<file path="src/rtl/core/cai_pkg.sv">
// shared types, constants and the arctangent table for the angle interpolator
// no dependencies
package cai_pkg;

  localparam int TABLE_DEPTH   = 1024;
  localparam int CORDIC_STAGES = 18;
  localparam int ADDR_W        = $clog2(TABLE_DEPTH);

  localparam int ANG_W   = 20;
  localparam int POS_W   = 32;
  localparam int LEN_W   = 11;
  localparam int BIN_W   = 11;
  localparam int IDX_W   = 10;
  localparam int FRAC_W  = 16;
  localparam int RATIO_W = FRAC_W + 1;
  localparam int DIV_STEPS = RATIO_W;
  localparam int CHAIN_LEN = (CORDIC_STAGES > DIV_STEPS) ? CORDIC_STAGES : DIV_STEPS;
  localparam int SH_W    = 5;
  localparam int CW      = 36;
  localparam int DW      = CW + 1;
  localparam int PROD_W  = DW + RATIO_W + 1;
  localparam int LPROD_W = ANG_W + 1 + RATIO_W + 1;

  // cycles from the accept edge to the edge that takes the result
  localparam int LATENCY = 9 + CHAIN_LEN + CORDIC_STAGES;

  localparam logic signed [CW-1:0] ONE_Q30     = 36'sd1073741824;
  localparam logic signed [CW-1:0] PI_Q30      = 36'sd3373259426;
  localparam logic signed [CW-1:0] HALF_PI_Q30 = 36'sd1686629713;
  localparam logic signed [CW-1:0] TWO_PI_Q30  = 36'sd6746518852;
  localparam logic signed [CW-1:0] ANGLE_MAX   = 36'sd524287;
  localparam logic signed [CW-1:0] ANGLE_MIN   = -36'sd524288;
  localparam logic signed [ANG_W:0] PI_LIMIT   = 21'sd205887;
  localparam logic [RATIO_W-1:0]   RATIO_ONE   = 17'h10000;

  localparam logic ACT_LOAD  = 1'b0;
  localparam logic ACT_QUERY = 1'b1;

  typedef enum logic [2:0] {
    CASE_BEFORE   = 3'd0,
    CASE_PAST     = 3'd1,
    CASE_LEFT     = 3'd2,
    CASE_RIGHT    = 3'd3,
    CASE_LINEAR   = 3'd4,
    CASE_CIRCULAR = 3'd5
  } case_t;

  typedef struct packed {
    logic                    action;
    logic [IDX_W-1:0]        entry_index;
    logic [POS_W-1:0]        sample_position;
    logic signed [ANG_W-1:0] sample_angle;
    logic [POS_W-1:0]        query_position;
    logic [BIN_W-1:0]        query_bin;
    logic                    query_last;
  } req_t;

  typedef struct packed {
    logic signed [ANG_W-1:0] result_angle;
    logic [2:0]              case_code;
    logic                    ratio_fault;
    logic                    last_of_batch;
  } res_t;

  typedef struct packed {
    logic signed [CW-1:0] x;
    logic signed [CW-1:0] y;
    logic signed [CW-1:0] z;
  } vec_t;

  typedef struct packed {
    logic [POS_W-1:0]   den;
    logic [POS_W-1:0]   rem;
    logic [RATIO_W-1:0] quo;
  } div_t;

  function automatic logic signed [CW-1:0] atan_q30(input logic [SH_W-1:0] i);
    logic signed [CW-1:0] a;
    unique case (i)
      5'd0:  a = 36'sd843314857;
      5'd1:  a = 36'sd497837829;
      5'd2:  a = 36'sd263043837;
      5'd3:  a = 36'sd133525159;
      5'd4:  a = 36'sd67021687;
      5'd5:  a = 36'sd33543516;
      5'd6:  a = 36'sd16775851;
      5'd7:  a = 36'sd8388437;
      5'd8:  a = 36'sd4194283;
      5'd9:  a = 36'sd2097149;
      5'd10: a = 36'sd1048576;
      5'd11: a = 36'sd524288;
      5'd12: a = 36'sd262144;
      5'd13: a = 36'sd131072;
      5'd14: a = 36'sd65536;
      5'd15: a = 36'sd32768;
      5'd16: a = 36'sd16384;
      5'd17: a = 36'sd8192;
      5'd18: a = 36'sd4096;
      5'd19: a = 36'sd2048;
      5'd20: a = 36'sd1024;
      5'd21: a = 36'sd512;
      5'd22: a = 36'sd256;
      5'd23: a = 36'sd128;
      5'd24: a = 36'sd64;
      5'd25: a = 36'sd32;
      5'd26: a = 36'sd16;
      5'd27: a = 36'sd8;
      5'd28: a = 36'sd4;
      5'd29: a = 36'sd2;
      5'd30: a = 36'sd1;
      5'd31: a = 36'sd0;
      default: a = 36'sd0;
    endcase
    return a;
  endfunction

endpackage

</file>
<file path="src/rtl/core/cai_rot_cell.sv">
// one cordic rotation step, angle to vector
// depends on cai_pkg
module cai_rot_cell (
  input  logic                     clk,
  input  logic                     en,
  input  logic [cai_pkg::SH_W-1:0] idx,
  input  cai_pkg::vec_t            v,
  output cai_pkg::vec_t            q
);
  import cai_pkg::*;

  logic signed [CW-1:0] x, y, z, xs, ys, at;
  vec_t                 q_next;

  always_comb begin
    x  = v.x;
    y  = v.y;
    z  = v.z;
    xs = x >>> idx;
    ys = y >>> idx;
    at = atan_q30(idx);
    q_next = v;
    if (en) begin
      if (!z[CW-1]) begin
        q_next.x = x - ys;
        q_next.y = y + xs;
        q_next.z = z - at;
      end else begin
        q_next.x = x + ys;
        q_next.y = y - xs;
        q_next.z = z + at;
      end
    end
  end

  always_ff @(posedge clk) begin
    q <= q_next;
  end

endmodule

</file>
<file path="config.mk">
export PLATFORM = sky130hd
export DESIGN_NAME = cai_rot_cell
export DESIGN_NICKNAME = d
export VERILOG_FILES = /design/src/rtl/core/cai_pkg.sv /design/src/rtl/core/cai_rot_cell.sv
export SDC_FILE = /design/constraint.sdc
export NUM_CORES = 1
export LEC_CHECK = 0
export ABC_AREA = 1
export BUFFER_PORTS_ARGS = -buffer_cell sky130_fd_sc_hd__buf_2
export CORE_UTILIZATION = 65
export CTS_CLUSTER_DIAMETER = 80
export DETAILED_ROUTE_END_ITERATION = 10
export PLACE_DENSITY_LB_ADDON = 0.08
export SYNTH_ARGS = -nofsm -noshare
export SYNTH_HDL_FRONTEND = slang
export SYNTH_SLANG_ARGS = --single-unit
</file>
<file path="constraint.sdc">
create_clock -name clk -period 14 [get_ports clk]
set_input_delay 2.1 -clock clk [delete_from_list [all_inputs] [get_ports clk]]
set_output_delay 2.1 -clock clk [all_outputs]
set_load 0.02 [all_outputs]
</file>
==> metrics.md <==
| Metric | Value |
|---|---|
| Switching share of power | `0.504` |
| Placed cell count | `3270` |
| CTS tree | `done` |
| Post-synth cell types | `54` |
| Peak fanout along the critical path | `79` |
| Post-CTS Resized | `0` |
| Top flop regs | `q: 108 flops` |
| Crit path time final | `8.51 ns` |
| Largest reg by FF count | `q` |
| Aggregate routed wire length | `56300 um` |
| Max reg flops | `108` |
| # hold bufs at CTS | `0` |
| Leak | `9.04 nW` |
| Layout area overhead | `7.80%` |
| Most used cell, CP | `nand2_1` |
| Clock transition at path regs | `0.09 ns` |
| Post-synth top area cell | `nand2_1` |
| Crit path from | `idx[0]` |
| Ant diodes | `0` |
| Final non-filler cell area | `17300 um2` |
| Drc violations | `0` |
| Setup TNS | `0 ns` |
| Non-filler instance count after layout | `3286` |
| Crit. End Element | `flop` |
| Switching pwr | `0.887 mW` |
| Area of placed instances | `17000 um2` |
| Fin. max-slew vios | `0` |
| Layout fillers | `2246` |
| Antenna Nets Post-Route | `0` |
| Hold Path Class | `in -> reg` |
| VDD IR-drop max | `79.2 uV` |
| Status | `finished, final reports clean` |
| Hold Crit Start | `v[14]` |
| Critical path arrival | `8.71 ns` |
| Sink Count | `108` |
| GRT overflow | `0` |
| Clock share of power | `0.152` |
| Die X | `159 um` |
| CP startpoint kind | `primary input` |
| FF/Latch Area | `2160 um2` |
| Port Buffer Count | `222` |
| Share of power burned in registers | `0.224` |
| Yosys warnings | `0` |
| Synth top cells by count | `nand2_1 (927), nand3_1 (401), inv_1 (242)` |
| Post-DP HPWL | `44400 um` |
| Core ar. | `24200 um2` |
| Clk buf depth | `2` |
| Slew at the pin closest to its max-slew limit | `1.15 ns` |
| Post-Synthesis Cells | `2823` |
| Ys async rst share | `0` |
| Period utilization | `0.608` |
| Post-CTS setup buffer count | `0` |
| Crit Path Class | `in -> reg` |
| Routed len/inst | `17.1 um` |
| Initial Util | `0.663` |
| Most frequent cell after synthesis | `nand2_1` |
| DR vias | `19.8k` |
| Number of nets in the layout | `3191` |
| Sequential element share of the synthesized area | `0.135` |
| Yosys reg bits | `108` |
| Die H | `159 um` |
| Die ar. | `25300 um2` |
| CTS root buffer | `clkbuf_16` |
| Initial DRC count | `2299` |
| Largest net degree at the start of global routing | `116` |
| Ys flop type | `dfxtp_1` |
| I/O Pins | `223` |
| Slowest cell on crit path | `inv_2` |
| Fmax | `0.118 GHz` |
| Pwr dens | `102 nW/um2` |
| Yosys top cell area share | `0.217` |
| CTS buffer count | `9` |
| DRT Pass-1 Iters | `7` |
| GRT Total Usage | `0.433` |
| Post-Syn Area | `16100 um2` |
| Syn Area/Cell | `5.69 um2` |
| Core Rows | `57` |
| RSZ-0062 raised after global routing | `no` |
| Area occupied by multi-input gates | `12300 um2` |
| Placer Congestion | `1.10` |
| Initial antenna violation count | `0` |
| Internal cell power | `0.873 mW` |
| Max stage delay on crit path | `0.68 ns` |
| Vias in the first global route | `18.0k` |
| Max-cap violations | `0` |
| Layout cells sized above 1 | `0.102` |
| Comb power frac | `0.624` |
| Synth area leaders | `nand2_1 (22%), dfxtp_1 (13%), nand3_1 (12%)` |
| Syn_nets | `3057` |
| H-tree Lvls | `3` |
| Worst EP required | `14.20 ns` |
| Vias per cell | `6.03` |
| Fin. Hold Viols | `0` |
| Post-synth EDFFs | `0` |
| Global-route wire length before repair | `89400 um` |
| # setup viols final | `0` |
| Relative slew slack | `0.231` |
==> layer usage <==
metal  wire (um)  up-vias  global-route usage
met2       24700     1199               0.692
met1       22200     8846               0.549
li1            -     9583                   -
met5           0        -                   0
met4        2860        0               0.212
met3        6560      198              0.0946
==> per-stage QoR <==
stage / hold slack, ns / util / power [mW] / setup WS, ns
4_1_cts: 1.94 / 0.714 / 1.73 / 5.88
2_1_floorplan: 2.20 / - / 1.19 / 7.91
5_1_grt: 1.96 / 0.714 / 1.88 / 5.08
3_5_place_dp: 2.32 / 0.702 / 1.47 / 5.54
6_report: 1.94 / 0.714 / 1.76 / 5.49
3_3_place_gp: 2.32 / 0.702 / 1.44 / 5.67
==> cells in the final DEF, fill, tap and decap left out, drive strengths merged, types with 4 or more instances in the layout <==
master,n
xor2,98
o21ai,194
xnor2,72
o221ai,11
a211oi,5
dfxtp,108
a21oi,136
nor4,8
a21boi,10
nor3,19
or2,11
ha,116
nand3b,6
clkbuf,10
a21o,9
nor2,225
o31ai,4
buf,233
nand3,402
o21a,8
o22ai,4
nand2,935
o21bai,7
a31oi,29
nand4,24
inv,255
o211ai,7
==> worst max-delay path, delay by kind of cell <==
| kind | cells | cell delay, ns |
|---|---|---|
| xor+xnor | 2 | 0.23 |
| compound gates | 5 | 0.83 |
| buf+inv | 5 | 1.50 |
| fa+ha+maj | 3 | 0.98 |
| simple gates | 17 | 3.00 |
==> power by group through the flow <==
stage	logic (mW)	registers [mW]	clock network, mW
floorplan	0.695	0.492	0
global placement	1.04	0.397	0
detailed placement	1.07	0.400	0
CTS	1.07	0.394	0.270
global route	1.20	0.399	0.279
finish	1.10	0.393	0.268
==> area by class of cell <==
cell class / count / area share
multi-input cells: 2352 / 0.711
clock buffers: 10 / 0.0132
flip-flops and latches: 108 / 0.125
inverters: 253 / 0.0551
repair buffers: 233 / 0.0689
clock inverters: 6 / 0.00332
well taps: 324 / 0.0234
==> worst paths after layout <==
| path | end | slack [ns] | cells after the start |
|---|---|---|---|
| worst min-delay path | q[14] | 1.94 | 3 |
| worst max-delay path | q[33] | 5.49 | 32 |
==> logic make-up after synthesis <==
family | share of synthesized area
fa+ha+maj | 0.0941
flops | 0.135
xor+xnor | 0.0927
buf+inv | 0.0988
simple gates | 0.429
mux | 0.000623
compound gates | 0.151
No activity file was read; power rests on OpenSTA's default activity.
