`src/rtl/core/cai_pkg.sv`:
```
// shared types, constants and the arctangent table for the angle interpolator
// no dependencies
package cai_pkg;

  localparam int TABLE_DEPTH   = 1024;
  localparam int CORDIC_STAGES = 18;
  localparam int ADDR_W        = $clog2(TABLE_DEPTH);

  localparam int ANG_W   = 20;
  localparam int POS_W   = 32;
  localparam int LEN_W   = 11;
  localparam int BIN_W   = 11;
  localparam int IDX_W   = 10;
  localparam int FRAC_W  = 16;
  localparam int RATIO_W = FRAC_W + 1;
  localparam int DIV_STEPS = RATIO_W;
  localparam int CHAIN_LEN = (CORDIC_STAGES > DIV_STEPS) ? CORDIC_STAGES : DIV_STEPS;
  localparam int SH_W    = 5;
  localparam int CW      = 36;
  localparam int DW      = CW + 1;
  localparam int PROD_W  = DW + RATIO_W + 1;
  localparam int LPROD_W = ANG_W + 1 + RATIO_W + 1;

  // cycles from the accept edge to the edge that takes the result
  localparam int LATENCY = 9 + CHAIN_LEN + CORDIC_STAGES;

  localparam logic signed [CW-1:0] ONE_Q30     = 36'sd1073741824;
  localparam logic signed [CW-1:0] PI_Q30      = 36'sd3373259426;
  localparam logic signed [CW-1:0] HALF_PI_Q30 = 36'sd1686629713;
  localparam logic signed [CW-1:0] TWO_PI_Q30  = 36'sd6746518852;
  localparam logic signed [CW-1:0] ANGLE_MAX   = 36'sd524287;
  localparam logic signed [CW-1:0] ANGLE_MIN   = -36'sd524288;
  localparam logic signed [ANG_W:0] PI_LIMIT   = 21'sd205887;
  localparam logic [RATIO_W-1:0]   RATIO_ONE   = 17'h10000;

  localparam logic ACT_LOAD  = 1'b0;
  localparam logic ACT_QUERY = 1'b1;

  typedef enum logic [2:0] {
    CASE_BEFORE   = 3'd0,
    CASE_PAST     = 3'd1,
    CASE_LEFT     = 3'd2,
    CASE_RIGHT    = 3'd3,
    CASE_LINEAR   = 3'd4,
    CASE_CIRCULAR = 3'd5
  } case_t;

  typedef struct packed {
    logic                    action;
    logic [IDX_W-1:0]        entry_index;
    logic [POS_W-1:0]        sample_position;
    logic signed [ANG_W-1:0] sample_angle;
    logic [POS_W-1:0]        query_position;
    logic [BIN_W-1:0]        query_bin;
    logic                    query_last;
  } req_t;

  typedef struct packed {
    logic signed [ANG_W-1:0] result_angle;
    logic [2:0]              case_code;
    logic                    ratio_fault;
    logic                    last_of_batch;
  } res_t;

  typedef struct packed {
    logic signed [CW-1:0] x;
    logic signed [CW-1:0] y;
    logic signed [CW-1:0] z;
  } vec_t;

  typedef struct packed {
    logic [POS_W-1:0]   den;
    logic [POS_W-1:0]   rem;
    logic [RATIO_W-1:0] quo;
  } div_t;

  function automatic logic signed [CW-1:0] atan_q30(input logic [SH_W-1:0] i);
    logic signed [CW-1:0] a;
    unique case (i)
      5'd0:  a = 36'sd843314857;
      5'd1:  a = 36'sd497837829;
      5'd2:  a = 36'sd263043837;
      5'd3:  a = 36'sd133525159;
      5'd4:  a = 36'sd67021687;
      5'd5:  a = 36'sd33543516;
      5'd6:  a = 36'sd16775851;
      5'd7:  a = 36'sd8388437;
      5'd8:  a = 36'sd4194283;
      5'd9:  a = 36'sd2097149;
      5'd10: a = 36'sd1048576;
      5'd11: a = 36'sd524288;
      5'd12: a = 36'sd262144;
      5'd13: a = 36'sd131072;
      5'd14: a = 36'sd65536;
      5'd15: a = 36'sd32768;
      5'd16: a = 36'sd16384;
      5'd17: a = 36'sd8192;
      5'd18: a = 36'sd4096;
      5'd19: a = 36'sd2048;
      5'd20: a = 36'sd1024;
      5'd21: a = 36'sd512;
      5'd22: a = 36'sd256;
      5'd23: a = 36'sd128;
      5'd24: a = 36'sd64;
      5'd25: a = 36'sd32;
      5'd26: a = 36'sd16;
      5'd27: a = 36'sd8;
      5'd28: a = 36'sd4;
      5'd29: a = 36'sd2;
      5'd30: a = 36'sd1;
      5'd31: a = 36'sd0;
      default: a = 36'sd0;
    endcase
    return a;
  endfunction

endpackage

```
`src/rtl/core/cai_vec_cell.sv`:
```
// one cordic vectoring step, vector to angle
// depends on cai_pkg
module cai_vec_cell (
  input  logic                     clk,
  input  logic [cai_pkg::SH_W-1:0] idx,
  input  cai_pkg::vec_t            v,
  output cai_pkg::vec_t            q
);
  import cai_pkg::*;

  logic signed [CW-1:0] x, y, z, xs, ys, at;
  vec_t                 q_next;

  always_comb begin
    x  = v.x;
    y  = v.y;
    z  = v.z;
    xs = x >>> idx;
    ys = y >>> idx;
    at = atan_q30(idx);
    if (!y[CW-1]) begin
      q_next.x = x + ys;
      q_next.y = y - xs;
      q_next.z = z + at;
    end else begin
      q_next.x = x - ys;
      q_next.y = y + xs;
      q_next.z = z - at;
    end
  end

  always_ff @(posedge clk) begin
    q <= q_next;
  end

endmodule

```
`config.mk`:
```
export PLATFORM = sky130hd
export DESIGN_NAME = cai_vec_cell
export DESIGN_NICKNAME = d
export VERILOG_FILES = /design/src/rtl/core/cai_pkg.sv /design/src/rtl/core/cai_vec_cell.sv
export SDC_FILE = /design/constraint.sdc
export NUM_CORES = 1
export LEC_CHECK = 0
export ABC_AREA = 1
export BUFFER_PORTS_ARGS = -buffer_cell sky130_fd_sc_hd__buf_2
export CORE_MARGIN = 10
export CORE_UTILIZATION = 55
export DETAILED_ROUTE_END_ITERATION = 7
export PLACE_DENSITY_LB_ADDON = 0.1
export SLEW_MARGIN = 25
export SYNTH_ARGS = -nofsm -noshare
export SYNTH_HDL_FRONTEND = slang
export SYNTH_SLANG_ARGS = --single-unit
```
`constraint.sdc`:
```
create_clock -name clk -period 4.9 [get_ports clk]
set_clock_uncertainty 0.2 [all_clocks]
set_input_delay 0.98 -clock clk [delete_from_list [all_inputs] [get_ports clk]]
set_output_delay 0.98 -clock clk [all_outputs]
set_load 0.05 [all_outputs]
```
==> impl_metrics.csv <==
group,metric,value,unit
status,status,"complete, but fails checks",
status,violations,"design-rule violations",
logic_synthesis,syn_nets,2961,
clock_tree,cts_tree,"built",
logic_synthesis,yosysWarnings,0,
power,worst_ir_drop_vdd,0.000457,V
setup_path,crit_path_start_kind,"input pin",
global_routing,grt_use_total,35.5,%
power,pwr_density_cell,339,nW/µm²
drt,drt-vias-per-instance,5.84,
floorplan,die_area,35900,µm²
logic_synthesis,yosys_register_bits,108,
power,power,8.13,mW
timing,fin_crit,4.88,ns
place,routabilityCongestion,1.04,
power,leakage,13.0,nW
global_routing,grt_pass1_wl,105,mm
setup_path,critPathRequiredTime,4.96,ns
setup_path,crit_type,"in -> reg",
hold_path,hp-class,"in -> reg",
logic_synthesis,synth.yosys.seq_area_share,13.7,%
clock_tree,cts_buffers,9,
floorplan,die_w,190,µm
clock_tree,clk_pin_slew,0.09,ns
timing,slew_headroom,64.6,%
setup_path,cp_num_buf_inv,7,
setup_path,cp-end-kind,"register",
floorplan,die_h,190,µm
drt,finalWirelength,73.0,mm
drt,ant_nets,0,
place,dp_slack,-0.610,ns
clock_tree,hold_buffers,0,
floorplan,fp-row-count,62,
clock_tree,htreeDepth,3,
place,dp_hpwl,55.6,mm
setup_path,path_delay_family,"simple AND/OR/NAND/NOR gates",
timing,setup_ws,0.0213,ns
layout,nFillCells,1931,
global_routing,overflow,0,
drt,wire_per_inst,18.5,µm
layout,largest_reg_flops,108,
layout,drive_gt1_share,36.3,%
layout,finish.net_count,3798,
clock_tree,cts-root-buf,"clkbuf_16",
timing,finalHoldViolCount,0,
drt,drt_iter0_markers,3158,
setup_path,slowest_stage,"ha_1",
timing,drv_slew,0,
global_routing,grt_max_degree,53,
timing,tns,0,ns
timing,max_freq,205,MHz
clock_tree,clock_path_buffers,2,
job,max_cap_viol_count,0,
logic_synthesis,yosys.cell_types.count,58,
global_routing,grt_pass1_vias,21354,
setup_path,cp_slowest_stage_delay,0.35,ns
logic_synthesis,postSynthAreaPerCell,5.80,µm²
setup_path,crit_arrival,4.94,ns
clock_tree,cts.sinks,108,
drt,post-route-drc-count,1,
timing,min_period_over_period,99.6,%
global_routing,antenna_found_initial,0,
place,port_buffers,221,
floorplan,io_pins,222,
drt,drtPass1Iterations,8,
setup_path,path_max_fanout,12,
logic_synthesis,synth_cells,2727,
layout,area_growth,51.9,%
layout,top_regs,"q x108",
layout,utilization,84.1,%
timing,tightest_slew,0.525,ns
logic_synthesis,synth_area,15800,µm²
floorplan,initial_utilization,55.4,%
timing,setup_viol,0,
setup_path,cp_common_cell,"nand2_2",
floorplan,core_area,28500,µm²
drt,vias,23098,
layout,top_register,"q",
what timing repair did:
item | CTS | global route
pin swaps | 0 | 61
setup buffers | 0 | 19
resized for setup | 12 | 334
setup endpoints to repair | 10 | 56
gates cloned | 0 | 3
cells in the final DEF, fill, tap and decap left out, drive strengths merged:
cell type / count
o21a: 6
o21bai: 3
ha: 117
nor2: 247
fa: 3
nand2: 884
clkinv: 7
a221oi: 4
a21o: 21
o211ai: 6
dfxtp: 108
a21boi: 6
o211a: 1
diode: 1
nor4: 8
o21ai: 120
or2: 2
bufinv: 1
a21oi: 154
and3: 1
a31oi: 42
xor2: 128
nand3: 409
a211o: 2
clkbuf: 11
nand3b: 12
a22oi: 3
nor4b: 1
o31ai: 2
buf: 908
a211oi: 2
nor3: 17
o221ai: 4
and2: 1
nand4: 14
xnor2: 39
inv: 275
Yosys cell counts (all sizes together):
cell type	instances	area, µm²
xnor2	39	342
a22oi	3	27.5
a221oi	4	35.0
clkinv	3	11.3
a211oi	2	15.0
o21a	6	45.0
nand4	14	100
clkbuf	11	41.3
o21bai	3	22.5
o21ai	120	653
nand3b	12	115
inv	272	1030
nand2	884	3390
o221ai	4	35.0
and3	1	6.26
ha	117	1460
o31ai	2	15.0
dfxtp	108	2160
fa	3	60.1
and2	1	6.26
o211ai	6	45.0
nor3	17	100
buf	74	472
a21o	21	158
or2	2	12.5
a21oi	154	790
a211o	2	17.5
a21boi	6	45.1
xor2	128	1120
nor4	8	56.3
nor2	247	1040
a31oi	42	263
nand3	409	2100
nor4b	1	8.76
o211a	1	10.0
cells by family (layout without fill, tap and decap cells):
logic type	after synthesis	after routing	synth area share [%]
and+or+nand+nor	1596	1596	43.9
AOI/OAI and AO/OA	376	376	13.8
buffers and inverters	360	1202	9.81
xor gates and xnor gates	167	167	9.25
adders and majority gates	120	120	9.64
DFF	108	108	13.7
other	0	1	0
report_power, final:
part	internal, mW	switching, mW
logic	2.13	3.78
registers	1.26	0.0972
clock network	0.418	0.445
metrics by stage:
stage / area [µm²] / instances / hold slack, ns
2_1_floorplan: 15800 / 2727 / 0.910
3_3_place_gp: 22000 / 3916 / 1.03
3_5_place_dp: 22000 / 3916 / 1.02
4_1_cts: 22400 / 3932 / 0.636
5_1_grt: 24000 / 3953 / 0.687
6_report: 24000 / 3954 / 0.668
path summary, 6_finish.rpt:
| check | slack (ns) | startpoint | endpoint | cells past startpoint |
|---|---|---|---|---|
| hold / removal | 0.67 | v[36] | q[36] | 2 |
| setup / recovery | 0.02 | idx[0] | q[101] | 29 |
metal layers:
metal	track usage (%)	wire, µm	share of wire [%]	vias to the layer above
li1	-	-	-	10636
met1	42.6	26600	36	10471
met2	59.8	33600	46	1581
met3	5.92	7870	11	410
met4	18.8	4970	6.8	0
met5	0	0	0	-
final cells by class:
| class | count | area (µm²) | share of cell area [%] |
|---|---|---|---|
| Antenna cell | 1 | 2.50 | 0.0104 |
| Clock buffer | 9 | 225 | 0.938 |
| Clock inverter | 7 | 105 | 0.438 |
| Inverter | 275 | 1050 | 4.37 |
| Multi-Input combinational cell | 2259 | 13500 | 56.0 |
| Sequential cell | 108 | 2160 | 9.01 |
| Tap cell | 384 | 480 | 2.00 |
| Timing Repair Buffer | 910 | 6520 | 27.2 |
| Timing Repair inverter | 1 | 8.76 | 0.0365 |
Note: power is estimated with default switching activity, not from simulation.
