--- src/rtl/core/cai_pkg.sv ---
// shared types, constants and the arctangent table for the angle interpolator
// no dependencies
package cai_pkg;

  localparam int TABLE_DEPTH   = 1024;
  localparam int CORDIC_STAGES = 18;
  localparam int ADDR_W        = $clog2(TABLE_DEPTH);

  localparam int ANG_W   = 20;
  localparam int POS_W   = 32;
  localparam int LEN_W   = 11;
  localparam int BIN_W   = 11;
  localparam int IDX_W   = 10;
  localparam int FRAC_W  = 16;
  localparam int RATIO_W = FRAC_W + 1;
  localparam int DIV_STEPS = RATIO_W;
  localparam int CHAIN_LEN = (CORDIC_STAGES > DIV_STEPS) ? CORDIC_STAGES : DIV_STEPS;
  localparam int SH_W    = 5;
  localparam int CW      = 36;
  localparam int DW      = CW + 1;
  localparam int PROD_W  = DW + RATIO_W + 1;
  localparam int LPROD_W = ANG_W + 1 + RATIO_W + 1;

  // cycles from the accept edge to the edge that takes the result
  localparam int LATENCY = 9 + CHAIN_LEN + CORDIC_STAGES;

  localparam logic signed [CW-1:0] ONE_Q30     = 36'sd1073741824;
  localparam logic signed [CW-1:0] PI_Q30      = 36'sd3373259426;
  localparam logic signed [CW-1:0] HALF_PI_Q30 = 36'sd1686629713;
  localparam logic signed [CW-1:0] TWO_PI_Q30  = 36'sd6746518852;
  localparam logic signed [CW-1:0] ANGLE_MAX   = 36'sd524287;
  localparam logic signed [CW-1:0] ANGLE_MIN   = -36'sd524288;
  localparam logic signed [ANG_W:0] PI_LIMIT   = 21'sd205887;
  localparam logic [RATIO_W-1:0]   RATIO_ONE   = 17'h10000;

  localparam logic ACT_LOAD  = 1'b0;
  localparam logic ACT_QUERY = 1'b1;

  typedef enum logic [2:0] {
    CASE_BEFORE   = 3'd0,
    CASE_PAST     = 3'd1,
    CASE_LEFT     = 3'd2,
    CASE_RIGHT    = 3'd3,
    CASE_LINEAR   = 3'd4,
    CASE_CIRCULAR = 3'd5
  } case_t;

  typedef struct packed {
    logic                    action;
    logic [IDX_W-1:0]        entry_index;
    logic [POS_W-1:0]        sample_position;
    logic signed [ANG_W-1:0] sample_angle;
    logic [POS_W-1:0]        query_position;
    logic [BIN_W-1:0]        query_bin;
    logic                    query_last;
  } req_t;

  typedef struct packed {
    logic signed [ANG_W-1:0] result_angle;
    logic [2:0]              case_code;
    logic                    ratio_fault;
    logic                    last_of_batch;
  } res_t;

  typedef struct packed {
    logic signed [CW-1:0] x;
    logic signed [CW-1:0] y;
    logic signed [CW-1:0] z;
  } vec_t;

  typedef struct packed {
    logic [POS_W-1:0]   den;
    logic [POS_W-1:0]   rem;
    logic [RATIO_W-1:0] quo;
  } div_t;

  function automatic logic signed [CW-1:0] atan_q30(input logic [SH_W-1:0] i);
    logic signed [CW-1:0] a;
    unique case (i)
      5'd0:  a = 36'sd843314857;
      5'd1:  a = 36'sd497837829;
      5'd2:  a = 36'sd263043837;
      5'd3:  a = 36'sd133525159;
      5'd4:  a = 36'sd67021687;
      5'd5:  a = 36'sd33543516;
      5'd6:  a = 36'sd16775851;
      5'd7:  a = 36'sd8388437;
      5'd8:  a = 36'sd4194283;
      5'd9:  a = 36'sd2097149;
      5'd10: a = 36'sd1048576;
      5'd11: a = 36'sd524288;
      5'd12: a = 36'sd262144;
      5'd13: a = 36'sd131072;
      5'd14: a = 36'sd65536;
      5'd15: a = 36'sd32768;
      5'd16: a = 36'sd16384;
      5'd17: a = 36'sd8192;
      5'd18: a = 36'sd4096;
      5'd19: a = 36'sd2048;
      5'd20: a = 36'sd1024;
      5'd21: a = 36'sd512;
      5'd22: a = 36'sd256;
      5'd23: a = 36'sd128;
      5'd24: a = 36'sd64;
      5'd25: a = 36'sd32;
      5'd26: a = 36'sd16;
      5'd27: a = 36'sd8;
      5'd28: a = 36'sd4;
      5'd29: a = 36'sd2;
      5'd30: a = 36'sd1;
      5'd31: a = 36'sd0;
      default: a = 36'sd0;
    endcase
    return a;
  endfunction

endpackage

--- src/rtl/core/cai_div_cell.sv ---
// one restoring division step of the ratio divider chain
// depends on cai_pkg
module cai_div_cell (
  input  logic         clk,
  input  logic         en,
  input  logic         bit_in,
  input  cai_pkg::div_t d,
  output cai_pkg::div_t q
);
  import cai_pkg::*;

  logic [POS_W:0] trial;
  logic [POS_W:0] diff;
  logic           ge;
  div_t           q_next;

  always_comb begin
    trial  = {d.rem, bit_in};
    diff   = trial - {1'b0, d.den};
    ge     = trial >= {1'b0, d.den};
    q_next = d;
    if (en) begin
      q_next.rem = ge ? diff[POS_W-1:0] : trial[POS_W-1:0];
      q_next.quo = {d.quo[RATIO_W-2:0], ge};
    end
  end

  always_ff @(posedge clk) begin
    q <= q_next;
  end

endmodule

--- config.mk ---
export PLATFORM = sky130hd
export DESIGN_NAME = cai_div_cell
export DESIGN_NICKNAME = d
export VERILOG_FILES = /design/src/rtl/core/cai_pkg.sv /design/src/rtl/core/cai_div_cell.sv
export SDC_FILE = /design/constraint.sdc
export NUM_CORES = 1
export LEC_CHECK = 0
export BUFFER_PORTS_ARGS = -buffer_cell sky130_fd_sc_hd__buf_2
export CAP_MARGIN = 20
export CORE_MARGIN = 1
export CORE_UTILIZATION = 54
export DETAILED_ROUTE_END_ITERATION = 10
export GPL_TIMING_DRIVEN = 0
export MAX_ROUTING_LAYER = met4
export PLACE_DENSITY = 0.87
export SLEW_MARGIN = 30
export SYNTH_ARGS = -nofsm -noshare
export SYNTH_HDL_FRONTEND = slang
export SYNTH_SLANG_ARGS = --single-unit
export TNS_END_PERCENT = 5
--- constraint.sdc ---
create_clock -name clk -period 8.3 [get_ports clk]
set_input_delay 1.245 -clock clk [delete_from_list [all_inputs] [get_ports clk]]
set_output_delay 1.245 -clock clk [all_outputs]
set_load 0.02 [all_outputs]
==> summary.md, run 1 <==
| Metric | Value |
|---|---|
| Average cell area after synthesis | `8.82 um2` |
| Largest net degree at the start of global routing | `17` |
| Pleak | `2.83 nW` |
| Register area share after synthesis | `between 30 and 40%` |
| Crit. End Element | `flip-flop` |
| Post-synthesis mux area share | `8.87%` |
| Global route hottest layer | `met2` |
| Via density | `5.52` |
| Final hold vios | `0` |
| Hold Startpoint | `d[75]` |
| Final core utilization | `a little under three quarters` |
| Min-Delay Path Class | `input port to flip-flop` |
| # fillers | `643` |
| Pre-antenna DRT Iters | `4` |
| Final wirelength | `between 10000 and 15000 um` |
| Compound-Gate Fraction of Synth Area | `21.1%` |
| Setup TNS Final | `0 ns` |
| Starting Density | `56.6%` |
| Fraction of registers with async set/reset | `0%` |
| GRT Total Usage | `30.1%` |
| Hold endpoint | `q[75]$_DFF_P_` |
| Initial antenna violation count | `0` |
| TritonCTS clock tree | `yes` |
| Post-cts sizing count | `0` |
| YS warnings | `0` |
| Total power | `roughly 1.1 mW` |
| Grt ovf | `0` |
| Most frequent cell after synthesis | `dfxtp_1` |
| Routing usage on met3 | `5.67%` |
| Max Fclk | `around 260 MHz` |
| Post-synth EDFFs | `0` |
| Kind of critical path | `input port to flip-flop` |
| Dpl cells | `767` |
| Number of global-route vias before repair | `4224` |
| DR WL/cell | `15.9 um` |
| CTS sink cnt | `~80` |
| Largest family of logic cells by synthesized area | `compound AO/OA/AOI/OAI gates` |
| Worst Path Arrival | `4.15 ns` |
| Worst-case clock buffer depth | `2` |
| Port Buffers | `approximately 160` |
| Multi-input gate area | `0.00253 mm2` |
| Period utilisation layout | `a little under half` |
| IO Count | `165` |
| Biggest register | `q` |
| Drt first-iter violations | `192` |
| Worst slew pin tran | `~0.67 ns` |
| Storage element area | `about 0.0016 mm2` |
| Top post-synthesis cells by count | `81 x dfxtp_1, 60 x a21oi_1, 42 x inv_1` |
| Die Ht | `92.4 um` |
| Post-synth top area share | `36.7%` |
| Clock transition at the registers of the reported paths | `about 0.1 ns` |
| Startpoint Class | `input port` |
| Num CTS Buffers | `9` |
| Setup slack at placement | `4.01 ns` |
| Placed Area | `0.00537 mm2` |
| DIE WIDTH | `92.4 um` |
| CP required | `8.54 ns` |
| Slack of the critical path | `around 4.4 ns` |
| Top flop regs | `q: 81 flops` |
| FP Rows | `32` |
| Layout area overhead | `26.7%` |
| Post-DP HPWL | `a little under 10000 um` |
| Cell Pwr Density | `198 mW/mm2` |
| Gp weighted congestion | `about 0.89` |
| Setup repair bufs after CTS | `0` |
| Hold Crit Depth | `1` |
| Max Fanout on Critical Path | `10` |
| Peak supply drop | `roughly 0.14 mV` |
| CTS hold repair buffers | `0` |
| Max FFs per register | `81` |
| Core Box Area | `0.00781 mm2` |
| Synth unique cells | `61` |
| RSZ-0062 raised after global routing | `no` |
| Mapped Cells | `~500` |
| Max_slew headroom | `a little under three fifths` |
| Top post-synthesis cells by area | `dfxtp_1 37%, ha_1 9.1%, a21oi_1 6.8%` |
| Via count | `4324` |
| Final Setup Violations | `0` |
| Max-cap viol count | `0` |
| Post-Synth Adder-Cell Area | `9.52%` |
| Fin Hold WS | `0.999 ns` |
| Number of synthesized register bits | `81` |
| Outcome | `finished clean` |
| Final #Nets | `between 700 and 800` |
| Layout cells sized above 1 | `around 31%` |
| Mapped cell area | `0.00442 mm2` |
| CTS Root Cell | `clkbuf_8` |
| Fin. max-slew vios | `0` |
| First-pass GRT wire length | `19700 um` |
| DRC Markers | `0` |
| Full die area | `about 0.0085 mm2` |
| GRT met1 Usage | `between 30 and 40%` |
| Routed Antenna Nets | `0` |
| Met2 usage | `about half` |
| Final Instance Count excl. Fillers | `783` |
| Syn Nets | `618` |
| Design area | `0.00560 mm2` |
| Htree depth | `3` |
| Final min period | `slightly below 4 ns` |
| Area leader, netlist | `dfxtp_1` |
| Synth Area in XOR/XNOR | `under 10%` |
| N_diodes | `0` |
| Post-synthesis simple-gate area fraction | `12.9%` |
| Dominant synthesized flop cell | `dfxtp_1` |
cell type report:
cell class	count	area share [%]
clock buffer	9	2.21
multi-input combinational	360	45.3
tap	102	2.28
inverter	42	2.82
timing repair buffer	164	14.7
clock inverter	7	1.92
buffer	18	1.83
sequential	81	29.0
worst max path at each step:
stage / from / end / slack, ns / depth (start not counted)
global route: d[59] / q[36]$_DFF_P_ / 4.17 / 13
global placement: d[26] / q[47]$_DFF_P_ / 4.00 / 12
finish: d[59] / q[47]$_DFF_P_ / 4.39 / 13
detailed placement: d[59] / q[47]$_DFF_P_ / 4.01 / 13
CTS: d[59] / q[30]$_DFF_P_ / 4.37 / 13
floorplan: d[71] / q[20]$_DFF_P_ / 4.65 / 13
metal layers:
metal,part of all wire (%),vias to the layer above
li1,-,2121
met1,43,2022
met2,50,157
met3,5.6,24
met4,1.5,0
met5,0,-
critical path: stages:
cell and delay, ns:
buf_2 0.09, inv_1 0.04, ha_1 0.36, nand2_1 0.12, or3_1 0.44, a21o_1 0.24, a211oi_1 0.51, nand4bb_1 0.30
a21o_1 0.16, buf_6 0.13, buf_4 0.20, a2bb2oi_1 0.21, o21ai_0 0.11
cells by family (layout without fill, tap and decap cells):
kind of cell    Yosys count  in the layout
buf+inv                  60            240
compound gates          144            144
mux                      37             37
flops                    81             81
fa+ha+maj                33             33
simple gates            121            121
xor+xnor                 25             25
layout by cell type (no fill, tap or decap), drive strengths merged, types with 5 or more instances in the layout:
cell type,count
inv,46
buf,170
o211ai,5
mux2i,20
mux2,17
or3,5
xnor2,18
o21ai,21
nand2,39
dfxtp,81
a31oi,7
clkbuf,21
o21a,5
a2bb2oi,7
xor2,7
a21o,15
ha,32
nor2,38
nand3,11
nor3,5
a21oi,61
report_power, final:
group,total [mW],switching [mW],internal (mW)
Clock,0.338,0.162,0.176
Combinational,0.334,0.200,0.134
Sequential,0.434,0.00891,0.425
(Power assumes the default switching activity.)
==> inputs of run 2 (changes only) <==
--- a/config.mk
+++ b/config.mk
@@ -8,11 +8,11 @@
 export BUFFER_PORTS_ARGS = -buffer_cell sky130_fd_sc_hd__buf_2
 export CAP_MARGIN = 20
 export CORE_MARGIN = 1
-export CORE_UTILIZATION = 54
+export CORE_UTILIZATION = 45
 export DETAILED_ROUTE_END_ITERATION = 10
 export GPL_TIMING_DRIVEN = 0
 export MAX_ROUTING_LAYER = met4
-export PLACE_DENSITY = 0.87
+export PLACE_DENSITY = 0.77
 export SLEW_MARGIN = 30
 export SYNTH_ARGS = -nofsm -noshare
 export SYNTH_HDL_FRONTEND = slang
==> constraint.sdc (replaced) <==
create_clock -name clk -period 3.2 [get_ports clk]
set_input_delay 0.48 -clock clk [delete_from_list [all_inputs] [get_ports clk]]
set_output_delay 0.48 -clock clk [all_outputs]
set_load 0.02 [all_outputs]
==> run 2 against run 1 <==
  * Clock power grew to 2.6 times the previous value
  * Sequential power grew to 2.6 times the previous value
  * Flip-flop and latch count is the same
  * Combinational power grew to 2.6 times the previous value
  * Sequential share of layout area shrank 0.20 points
==> summary.md, run 2 (synthesis results as in run 1) <==
| Metric | Value |
|---|---|
| Gp weighted congestion | `0.912 (+2.5%)` |
| Final Setup Violations | `0 (unchanged)` |
| Layout area overhead | `27.6%` |
| Outcome | `finished clean` |
| Crit. End Element | `flip-flop` |
| FP Rows | `35 (+9.4%)` |
| Biggest register | `q` |
| N_diodes | `0 (unchanged)` |
| Worst-case clock buffer depth | `2 (unchanged)` |
| Int Power | `1.91 mW (+160%)` |
| IO Count | `165 (unchanged)` |
| DRC Markers | `0 (unchanged)` |
| Max Fclk | `~340 MHz` |
| Fin Hold WS | `0.230 ns (-0.769 ns)` |
| Clk network pwr share | `31.1% (+0.5 points)` |
| GRT Total Usage | `24.9% (-5.2 points)` |
| Switching share of power | `33.6% (about the same)` |
| Kind of critical path | `input port to flip-flop` |
| Hold Startpoint | `d[75]` |
| CTS hold repair buffers | `0 (unchanged)` |
| Routed Antenna Nets | `0 (unchanged)` |
| Sequential power share | `39.1% (about the same)` |
| Final hold vios | `0 (unchanged)` |
| Core Box Area | `0.00937 mm2 (+20%)` |
| Top flop regs | `q: 81 flops` |
| Via count | `4226 (-2.3%)` |
| Htree depth | `3 (unchanged)` |
| Starting Density | `47.1% (-9.4 points)` |
| Grt ovf | `0 (unchanged)` |
| Slack of the critical path | `0.250 ns (-4.14 ns)` |
| Post-DP HPWL | `9500 um (-3.7%)` |
| Num CTS Buffers | `9 (unchanged)` |
| Drt first-iter violations | `194 (+1.0%)` |
| Peak supply drop | `0.359 mV (+160%)` |
| Most common cell after layout, fill and taps aside | `buf_2` |
| TritonCTS clock tree | `yes` |
| Comb pwr share | `29.7% (-0.5 points)` |
| Pre-antenna DRT Iters | `4 (unchanged)` |
| CTS Root Cell | `clkbuf_8` |
| Pleak | `2.83 nW (about the same)` |
| Layout cells sized above 1 | `31.3% (+0.15 points)` |
| Setup slack at placement | `-0.261 ns (-4.27 ns)` |
| DIE WIDTH | `101 um (+9.3%)` |
| Worst slew pin tran | `0.630 ns (-0.0405 ns)` |
| Max-cap viol count | `0 (unchanged)` |
| Port Buffers | `164 (unchanged)` |
| Net switching power | `0.964 mW (+160%)` |
| Initial antenna violation count | `0 (unchanged)` |
| Final wirelength | `12100 um (-3.1%)` |
| Hold endpoint | `q[75]$_DFF_P_` |
| Clock transition at the registers of the reported paths | `0.10 ns (about the same)` |
| Max FFs per register | `81 (unchanged)` |
| Worst Path Arrival | `3.19 ns (-0.96 ns)` |
| Max Fanout on Critical Path | `10 (unchanged)` |
| Hold Crit Depth | `1 (unchanged)` |
| Via density | `5.22 (-5.5%)` |
| CP required | `3.44 ns (-5.10 ns)` |
| CTS sink cnt | `81 (unchanged)` |
| Cell Pwr Density | `510 mW/mm2 (+160%)` |
| Die Ht | `101 um (+9.3%)` |
| Startpoint Class | `input port` |
| Max_slew headroom | `58.0% (+2.7 points)` |
| First-pass GRT wire length | `19400 um (-1.6%)` |
| Full die area | `0.0102 mm2 (+20%)` |
| Period utilisation layout | `92.2%` |
| Most frequent cells in the layout | `165 x buf_2, 81 x dfxtp_1, 60 x a21oi_1, 42 x inv_1` |
| Largest net degree at the start of global routing | `17 (unchanged)` |
| Min-Delay Path Class | `input port to flip-flop` |
| RSZ-0062 raised after global routing | `no` |
| DR WL/cell | `14.9 um (-6.3%)` |
| Fin. max-slew vios | `0 (unchanged)` |
| Final min period | `2.95 ns` |
| Final #Nets | `793 (unchanged)` |
| Number of global-route vias before repair | `4233 (+0.21%)` |
==> run 2: cell counts in the layout (fill, tap and decap cells not counted) <==
Identical to the previous run, type by type.
==> run 2: critical path, cell delays in order <==
cell and delay (ns):
buf_2 0.12, ha_1 0.26, buf_2 0.17, nand3_1 0.10, or3_1 0.41, or3_4 0.41
o31ai_4 0.32, a21o_4 0.15, a21o_1 0.10, buf_6 0.14, buf_4 0.21, a2bb2oi_1 0.20
o21ai_0 0.12
==> run 2: worst max-delay path by stage <==
stage / start / cells past startpoint / endpoint / slack (ns)
2_1_floorplan: d[71] / 13 / q[20]$_DFF_P_ / 0.31
3_3_place_gp: d[58] / 13 / q[47]$_DFF_P_ / -0.19
3_5_place_dp: d[58] / 13 / q[41]$_DFF_P_ / -0.26
4_1_cts: d[56] / 13 / q[41]$_DFF_P_ / 0.11
5_1_grt: d[71] / 14 / q[41]$_DFF_P_ / 0.07
6_report: d[38] / 13 / q[47]$_DFF_P_ / 0.25
==> run 2: through the flow <==
stage	power [mW]	utilization [%]	instance area (um2)	std cells	TNS [ns]
final	2.87	60.1	5640	810	0
after global placement	1.98	57.6	5400	794	-4.76
after CTS	2.89	60.1	5630	810	0
after global routing	3.01	60.1	5640	810	0
after detailed placement	2.00	57.6	5400	794	-5.76
after floorplan	1.73	-	4420	501	0
==> run 2: cell type report <==
class | count | area [um2]
Clock buffer | 9 | 124
Timing Repair Buffer | 164 | 821
Tap cell | 129 | 161
Multi-Input combinational cell | 360 | 2540
Fill cell | 890 | 3740
Inverter | 42 | 158
Buffer | 18 | 103
Sequential cell | 81 | 1620
Clock inverter | 7 | 108
==> run 2: repair_timing <==
action / in CTS / in global routing
endpoints found under the setup margin: 0 / 12
setup buffers: 0 / 0
endpoints found under the hold margin: 0 / 0
resized for setup: 0 / 1
==> run 2: per-layer routing <==
layer	GRT usage, %	vias to the layer above	share of wire [%]
met5	-	-	0
met4	8.36	0	1.6
met3	3.47	17	5.0
met2	43.2	144	50
met1	29.5	1948	44
li1	-	2117	-
==> run 2: power groups by stage <==
stage                     registers, mW  logic, mW  clock network, mW
final                              1.12      0.853              0.894
after detailed placement           1.15      0.848                  0
after floorplan                    1.28      0.454                  0
after global routing               1.13      0.937              0.943
after CTS                          1.13      0.852              0.910
after global placement             1.15      0.834                  0
==> inputs of run 3 (changes only) <==
--- a/config.mk
+++ b/config.mk
@@ -9,6 +9,7 @@
 export CAP_MARGIN = 20
 export CORE_MARGIN = 1
 export CORE_UTILIZATION = 45
+export CTS_BUF_LIST = sky130_fd_sc_hd__clkbuf_16
 export DETAILED_ROUTE_END_ITERATION = 10
 export GPL_TIMING_DRIVEN = 0
 export MAX_ROUTING_LAYER = met4
==> run 3 against run 2 <==
  * Sequential power hardly changed
  * Combinational power increased by 0.5%
  * Die area is the same
  * Largest power group is now clock
==> summary.md, run 3 (synthesis results as in run 1) <==
| Metric | Value |
|---|---|
| Outcome | `finished clean` |
| CP bufs+invs | `4 (unchanged)` |
| Via count | `4279 (+1.3%)` |
| Multi-input gate area | `0.00254 mm2 (unchanged)` |
| Slack of the critical path | `0.204 ns (-0.0455 ns)` |
| Final hold vios | `0 (unchanged)` |
| Full die area | `0.0102 mm2 (unchanged)` |
| Layout area overhead | `29.9%` |
| Num CTS Buffers | `9 (unchanged)` |
| Drt first-iter violations | `188 (-3.1%)` |
| Routed Antenna Nets | `0 (unchanged)` |
| First-pass GRT wire length | `19600 um (+0.89%)` |
| CP required | `3.46 ns (+0.02 ns)` |
| Slowest CP cell | `or3_1` |
| CTS sink cnt | `81 (unchanged)` |
| GRT Total Usage | `25.2% (+0.29 points)` |
| Cell family with most CP delay | `simple AND/OR/NAND/NOR gates` |
| # fillers | `876 (-1.6%)` |
| Routing usage on met3 | `4.65% (+1.2 points)` |
| Storage element area | `0.00162 mm2 (unchanged)` |
| Pre-antenna DRT Iters | `5 (+1)` |
| Final #Nets | `793 (unchanged)` |
| Worst slew pin tran | `0.626 ns (-0.00375 ns)` |
| Top flop regs | `q: 81 flops` |
| Worst Path Arrival | `3.25 ns (+0.06 ns)` |
| Clock transition at the registers of the reported paths | `0.07 ns (-0.03 ns)` |
| CTS Root Cell | `clkbuf_16` |
| Max-cap viol count | `0 (unchanged)` |
| Largest net degree at the start of global routing | `17 (unchanged)` |
| DIE WIDTH | `101 um (unchanged)` |
| Final Setup Violations | `0 (unchanged)` |
| Initial antenna violation count | `0 (unchanged)` |
| Min-Delay Path Class | `input port to flip-flop` |
| Top cell by count, worst path | `a21o_1` |
| Core Box Area | `0.00937 mm2 (unchanged)` |
| Crit. End Element | `flip-flop` |
| DRC Markers | `0 (unchanged)` |
| Global route hottest layer | `met2` |
| Kind of critical path | `input port to flip-flop` |
| Most frequent cells in the layout | `165 x buf_2, 81 x dfxtp_1, 60 x a21oi_1, 42 x inv_1` |
| TritonCTS clock tree | `yes` |
| N_diodes | `0 (unchanged)` |
| IO Count | `165 (unchanged)` |
| Pleak | `2.88 nW (+1.6%)` |
| Worst path cell trace | `buf_2, inv_1, ha_1, nand3_1, or3_1, a21o_1, a211oi_2, nand4bb_1, a21o_1, buf_6, buf_8, nand2_2, o21ai_0` |
| Number of global-route vias before repair | `4266 (+0.78%)` |
| Max Fclk | `334 MHz (-1.5%)` |
| Max_slew headroom | `58.2% (+0.25 points)` |
| Via density | `5.28 (+1.3%)` |
| Post-DP HPWL | `9500 um (unchanged)` |
| Final min period | `3.00 ns (+0.0455 ns)` |
| Period utilisation layout | `93.6% (+1.4 points)` |
| Most common cell after layout, fill and taps aside | `buf_2` |
| FP Rows | `35 (unchanged)` |
| Final wirelength | `12300 um (+1.4%)` |
| Htree depth | `3 (unchanged)` |
| Grt ovf | `0 (unchanged)` |
| Total power | `3.16 mW (+9.9%)` |
| Biggest register | `q` |
| Fin. max-slew vios | `0 (unchanged)` |
| Max Fanout on Critical Path | `10 (unchanged)` |
| Peak supply drop | `0.418 mV (+17%)` |
| RSZ-0062 raised after global routing | `no` |
| GRT met1 Usage | `29.7% (+0.21 points)` |
| DR WL/cell | `15.2 um (+1.4%)` |
| CP peak stage delay | `0.40 ns (about the same)` |
| Starting Density | `47.1% (unchanged)` |
| Gp weighted congestion | `0.912 (unchanged)` |
| Cell Pwr Density | `550 mW/mm2 (+8.0%)` |
| Layout cells sized above 1 | `31.3% (unchanged)` |
| Worst-case clock buffer depth | `2 (unchanged)` |
| Setup slack at placement | `-0.261 ns (unchanged)` |
| Met2 usage | `42.9% (-0.26 points)` |
| Port Buffers | `164 (unchanged)` |
| Startpoint Class | `input port` |
| Max FFs per register | `81 (unchanged)` |
| Die Ht | `101 um (unchanged)` |
-- run 3: final timing paths --
path | start | endpoint | cells past startpoint
max | d[56] | q[41]$_DFF_P_ | 13
min | d[75] | q[75]$_DFF_P_ | 1
-- run 3: where the power goes --
| part | switching (mW) | leakage, nW | internal [mW] |
|---|---|---|---|
| clock network | 0.473 | 0.160 | 0.701 |
| logic | 0.509 | 2.04 | 0.348 |
| registers | 0.0210 | 0.683 | 1.10 |
| total | 1.00 | 2.88 | 2.15 |
-- run 3: what timing repair did --
item	in CTS	in global routing
setup buffers	0	0
hold buffers	0	0
gates resized for setup	0	1
setup endpoints to repair	0	27
-- run 3: per-stage QoR --
step	TNS [ns]	util [%]	instances	hold slack (ns)	instance area, um2
final	0	61.2	810	0.251	5740
after global routing	0	61.2	810	0.241	5740
after CTS	0	61.2	810	0.247	5730
after detailed placement	-5.76	57.6	794	0.597	5400
after global placement	-4.76	57.6	794	0.598	5400
after floorplan	0	-	501	0.508	4420
-- run 3: area by class of cell --
class / instances / area share (%)
Buffer: 18 / 1.79
Clock inverter: 7 / 1.88
Multi-Input combinational cell: 360 / 44.3
Sequential cell: 81 / 28.3
Timing Repair Buffer: 164 / 14.3
Tap cell: 129 / 2.81
Clock buffer: 9 / 3.93
Inverter: 42 / 2.75
-- run 3: layer usage --
| layer | up-vias | part of all wire [%] |
|---|---|---|
| met5 | - | 0 |
| met4 | 0 | 2.4 |
| met3 | 22 | 5.0 |
| met2 | 159 | 49 |
| met1 | 1979 | 43 |
| li1 | 2119 | - |
